File: config.mk
export PLATFORM = sky130hd
export DESIGN_NAME = fpd_ctrl
export DESIGN_NICKNAME = d
export VERILOG_FILES = /design/src/hdl/fpd_pkg.sv /design/src/hdl/fpd_ctrl.sv
export SDC_FILE = /design/constraint.sdc
export NUM_CORES = 1
export LEC_CHECK = 0
export BUFFER_PORTS_ARGS = -buffer_cell sky130_fd_sc_hd__buf_2
export CORE_MARGIN = 8
export CORE_UTILIZATION = 45
export DETAILED_ROUTE_END_ITERATION = 6
export PLACE_DENSITY = 0.78
export REMOVE_ABC_BUFFERS = 1
export SETUP_SLACK_MARGIN = 0.5
export SKIP_LAST_GASP = 1
export SLEW_MARGIN = 10
export SYNTH_ARGS = -nofsm -noshare
export SYNTH_HDL_FRONTEND = slang
export SYNTH_SLANG_ARGS = --single-unit
export TNS_END_PERCENT = 10
File: constraint.sdc
create_clock -name clk -period 2.7 [get_ports clk]
set_input_delay 0.675 -clock clk [delete_from_list [all_inputs] [get_ports clk]]
set_output_delay 0.675 -clock clk [all_outputs]
set_load 0.01 [all_outputs]
File: src/hdl/fpd_pkg.sv
// Package for the fuzzy PD controller: sizes, actions, register indexes, reset values, commands.
// No dependencies.
package fpd_pkg;

	localparam int SETS_DEF = 7;
	localparam int CORNERS  = 3;

	typedef enum logic [1:0] {
		ACT_STEP  = 2'd0,
		ACT_RULE  = 2'd1,
		ACT_ESET  = 2'd2,
		ACT_DSET  = 2'd3
	} action_t;

	typedef enum logic [1:0] {
		REG_ERROR_GAIN  = 2'd0,
		REG_DELTA_GAIN  = 2'd1,
		REG_OUTPUT_GAIN = 2'd2,
		REG_DRIVE_LIMIT = 2'd3
	} reg_idx_t;

	localparam logic [15:0] GAIN_RESET  = 16'd256;
	localparam logic [14:0] LIMIT_RESET = 15'd32767;

	// commands from controller to datapath
	typedef struct packed {
		logic start;     // latch input item, form error and change
		logic scale;     // apply input gains
		logic memb_ld;   // load triangle corners of set i into divider setup
		logic div_start; // start membership division
		logic memb_st;   // store membership
		logic acc_clr;   // clear accumulators
		logic pair_mul;  // ue*ud product
		logic pair_acc;  // accumulate product and rule
		logic fin_mul;   // |num| * output gain
		logic fin_div;   // start final divide
		logic fin_done;  // form result
	} cmd_t;

	typedef struct packed {
		logic div_busy;
	} sts_t;

endpackage

File: src/hdl/fpd_ctrl.sv
// Sequencer for one control step: scale, memberships, pair sum, final divide.
// Depends on fpd_pkg.
module fpd_ctrl #(
	parameter int SETS = fpd_pkg::SETS_DEF
) (
	input  logic          clk,
	input  logic          arst_n,
	input  logic          go,
	input  fpd_pkg::sts_t sts,
	output fpd_pkg::cmd_t cmd,
	output logic [$clog2(SETS)-1:0] idx_i,
	output logic [$clog2(SETS)-1:0] idx_j,
	output logic          busy,
	output logic          done
);
	localparam int SW = $clog2(SETS);

	typedef enum logic [3:0] {
		S_IDLE, S_SCALE, S_MLD, S_MDIV, S_MWAIT, S_MST, S_PMUL, S_PACC,
		S_FMUL, S_FDIV, S_FWAIT, S_FIN
	} state_t;

	state_t state_q;
	logic [SW-1:0] i_q, j_q;

	assign idx_i = i_q;
	assign idx_j = j_q;
	assign busy  = (state_q != S_IDLE);

	always_comb begin
		cmd = '0;
		case (state_q)
			S_SCALE: cmd.scale = 1'b1;
			S_MLD:   cmd.memb_ld = 1'b1;
			S_MDIV:  cmd.div_start = 1'b1;
			S_MST:   cmd.memb_st = 1'b1;
			S_PMUL:  begin cmd.pair_mul = 1'b1; cmd.acc_clr = (i_q == '0 && j_q == '0); end
			S_PACC:  cmd.pair_acc = 1'b1;
			S_FMUL:  cmd.fin_mul = 1'b1;
			S_FDIV:  cmd.fin_div = 1'b1;
			S_FIN:   cmd.fin_done = 1'b1;
			default: cmd.start = go;
		endcase
	end

	always_ff @(posedge clk or negedge arst_n) begin
		if (!arst_n) begin
			state_q <= S_IDLE; i_q <= '0; j_q <= '0; done <= 1'b0;
		end else begin
			done <= 1'b0;
			case (state_q)
				S_IDLE:  if (go) begin state_q <= S_SCALE; i_q <= '0; j_q <= '0; end
				S_SCALE: state_q <= S_MLD;
				S_MLD:   state_q <= S_MDIV;
				S_MDIV:  state_q <= S_MWAIT;
				S_MWAIT: if (!sts.div_busy) state_q <= S_MST;
				S_MST: begin
					// j picks error (0) or delta (1) set
					if (j_q == '0) begin
						j_q <= SW'(1); state_q <= S_MLD;
					end else if (i_q != SW'(SETS - 1)) begin
						j_q <= '0; i_q <= i_q + 1'b1; state_q <= S_MLD;
					end else begin
						i_q <= '0; j_q <= '0; state_q <= S_PMUL;
					end
				end
				S_PMUL: state_q <= S_PACC;
				S_PACC: begin
					if (j_q != SW'(SETS - 1)) begin
						j_q <= j_q + 1'b1; state_q <= S_PMUL;
					end else if (i_q != SW'(SETS - 1)) begin
						j_q <= '0; i_q <= i_q + 1'b1; state_q <= S_PMUL;
					end else begin
						state_q <= S_FMUL;
					end
				end
				S_FMUL:  state_q <= S_FDIV;
				S_FDIV:  state_q <= S_FWAIT;
				S_FWAIT: if (!sts.div_busy) state_q <= S_FIN;
				S_FIN:   begin state_q <= S_IDLE; done <= 1'b1; end
				default: state_q <= S_IDLE;
			endcase
		end
	end
endmodule

==> flow_metrics.py <==
metrics = {
    "status": {
        "run_status": "finished clean",
    },
    "floorplan": {
        "boundaryPins": 23,
        "chipHeight_um": 57.3,
        "initial_core_util_pct": 45.9,
        "design.die.area_um2": 3280,
        "core_area_um2": 1670,
        "die_width_um": 57.3,
        "rows": 15,
    },
    "detailed_routing": {
        "drcViolationCount": 0,
        "ant_nets": 0,
        "drt-pass1-iter-count": 4,
        "drt_initial_violations": 13,
        "routed-via-count": 773,
        "routed_wire_length_per_instance_um": 14.3,
        "drt-total-wl_um": 1990,
        "routed_via_density": 5.56,
    },
    "final_layout": {
        "register_area_um2": 280,
        "cell_area_after_layout_um2": 970,
        "filler_cell_count": 162,
        "footprint_of_the_multi_input_gates_um2": 445,
        "most-common-layout-cells": "22 x buf_2, 12 x nand2_1, 8 x buf_4",
        "design.final.nets": 130,
        "post_route_cells_drive_above_1_share_pct": 33.6,
        "diodes": 0,
        "area_delta_synth_final_pct": 26.4,
        "final_common_cell": "buf_2",
    },
    "clock_tree": {
        "insertion_delay_ps": 280,
        "clkSlewWorstSetupHoldPaths_ps": 70,
        "cts_tree": "done",
        "clock_path_buffers": 2,
        "cts_made_buffers": 3,
        "clockRootBuffer": "clkbuf_4",
        "number_of_levels_the_h_tree_was_split_into": 1,
        "cts_sinks": 11,
    },
    "critical_path": {
        "worstPathArrival_ps": 1420,
        "worstSetupEndpointType": "primary output",
        "cp_data_required_time_ps": 2030,
        "timing.setup.critical_path_class": "reg2out",
        "critPathLaunchType": "flip-flop",
        "reg2reg_setup_slack_ps": 890,
        "timing.critical_path.fanout_max": 10,
    },
    "global_route": {
        "grt_antenna_before_repair": 0,
        "grt_use_total_pct": 11.9,
        "grt_start_max_net_pins": 18,
        "grt_overflow": 0,
        "via_count_of_the_first_global_routing_pass": 683,
        "grt_first_pass_wirelength_um": 3110,
    },
    "timing": {
        "finalSetupTns_ps": 0,
        "rsz0062_at_grt": "true",
        "report.final.slew_viol_count": 0,
        "timing.final.ws_setup_ps": 609,
        "max_freq_ghz": 0.478,
        "setup_viol": 0,
        "fin_crit_sh_pct": 77.4,
        "worst_pin_slew_ps": 384,
        "report.final.hold_viol_count": 0,
        "worst_clock_skew_ps": 3.85,
        "final.min_clock_period_ps": 2090,
        "max-slew-margin-rel_pct": 74.4,
    },
    "synthesis": {
        "async_reset_ff_share_pct": 100,
        "post_synthesis_mean_instance_area_um2": 8.25,
        "yosys_warnings": 0,
        "yosys.area.top_type": "dfrtp_1",
        "portion_of_the_post_synthesis_area_used_by_sequential_elements_pct": 35.9,
        "synth_largest_type_area_fraction_pct": 35.9,
        "synth.lib_cells_used.distinct": 29,
        "syn_inst": 93,
        "ys_seq_elements": 11,
        "number_of_synthesized_flops_with_an_enable_pin": 0,
        "synthFlopType": "dfrtp_1",
        "mappedNetlistArea_um2": 767,
        "synth_area_leaders": "dfrtp_1 36%, nand2_1 5.9%, ha_1 4.9%, nand2b_1 4.1%, a21oi_1 3.9%",
    },
    "power_and_ir_drop": {
        "p_leak_nw": 0.499,
        "power.ir.vdd_worst_mv": 0.607,
        "total_power_density_per_cell_area_nw_per_um2": 1120,
        "power.total_mw": 1.08,
    },
    "worst_hold_path": {
        "holdCritPathClass": "in2async",
    },
    "placed_design": {
        "globalplace.congestion": 0.786,
        "placed_area_um2": 876,
        "dp_slack_ps": 655,
        "port-buffer-count": 22,
        "post-dp-hpwl_um": 1370,
    },
    "flow_run": {
        "cap_violations": 0,
    },
}
==> power breakdown <==
group	switching (mW)	internal (mW)	total, mW
clock	0.0607	0.0574	0.118
combinational	0.332	0.281	0.612
sequential	0.123	0.231	0.353
==> registers in the layout (all words and copies together), names as in the netlist <==
| signal | flops |
|---|---|
| done | 1 |
| state_q | 4 |
| idx_i | 3 |
| idx_j | 3 |
==> final timing paths <==
check	start	end	cells after the start
min in group clk	state_q[0]	state_q[0]	1
worst max register to register	state_q[2]	idx_i[2]	5
max in group asynchronous	arst_n	state_q[1]	1
worst max-delay path	idx_j[0]	cmd[5]	3
worst min-delay path	arst_n	state_q[2]	1
worst min register to register	state_q[0]	state_q[0]	1
==> repair_timing <==
| item | CTS | global route |
|---|---|---|
| setup buffers | 0 | 8 |
| cloned | 0 | 0 |
| hold buffers | 0 | 0 |
| gates resized for setup | 2 | 3 |
| endpoints found under the setup margin | 2 | 4 |
==> logic make-up (layout without fill, tap and decap cells) <==
| kind of cell | after synthesis | in the layout | share of synthesized area (%) |
|---|---|---|---|
| AO/OA/AOI/OAI | 21 | 21 | 19.9 |
| adder cells (fa/ha/maj) | 3 | 3 | 4.89 |
| flip-flops | 11 | 11 | 35.9 |
| buffers and inverters | 12 | 41 | 6.36 |
| AND/OR/NAND/NOR | 42 | 42 | 27.9 |
| multiplexers | 3 | 3 | 3.92 |
| XOR/XNOR | 1 | 1 | 1.14 |
==> cell type report <==
cell class / instances / area share, %
tap: 17 / 2.19
multi-input combinational: 70 / 45.9
clock buffer: 4 / 2.71
inverter: 7 / 2.71
timing repair buffer: 30 / 17.5
sequential: 11 / 28.9
==> stage by stage <==
step / hold WS (ps) / util [%] / cells
2_1_floorplan: 379 / - / 88
3_3_place_gp: 564 / 52.4 / 127
3_5_place_dp: 561 / 52.4 / 127
4_1_cts: 265 / 54.2 / 131
5_1_grt: 263 / 58.1 / 139
6_report: 258 / 58.1 / 139
==> synthesized netlist by cell type, types with 3 or more instances <==
| cell type | count |
|---|---|
| o21ai_0 | 5 |
| a21o_1 | 3 |
| nand3_1 | 3 |
| nor3_1 | 5 |
| dfrtp_1 | 11 |
| nor2_1 | 8 |
| ha_1 | 3 |
| inv_1 | 7 |
| mux2i_1 | 3 |
| buf_2 | 3 |
| nand2_1 | 12 |
| nand2b_1 | 5 |
| a21oi_1 | 6 |
==> metal layers <==
| metal | vias up | GRT usage (%) | wire (µm) |
|---|---|---|---|
| li1 | 388 | - | - |
| met1 | 355 | 13.9 | 882 |
| met2 | 25 | 17.9 | 937 |
| met3 | 5 | 3.59 | 136 |
| met4 | 0 | 8.57 | 33 |
| met5 | - | 0 | 0 |
==> worst max-delay path, stage by stage, from the launching register on <==
cell and delay [ps]:
dfrtp_1 480, nor3_2 310, and4_1 220, buf_2 130
Note: power is estimated with default switching activity, not from simulation.
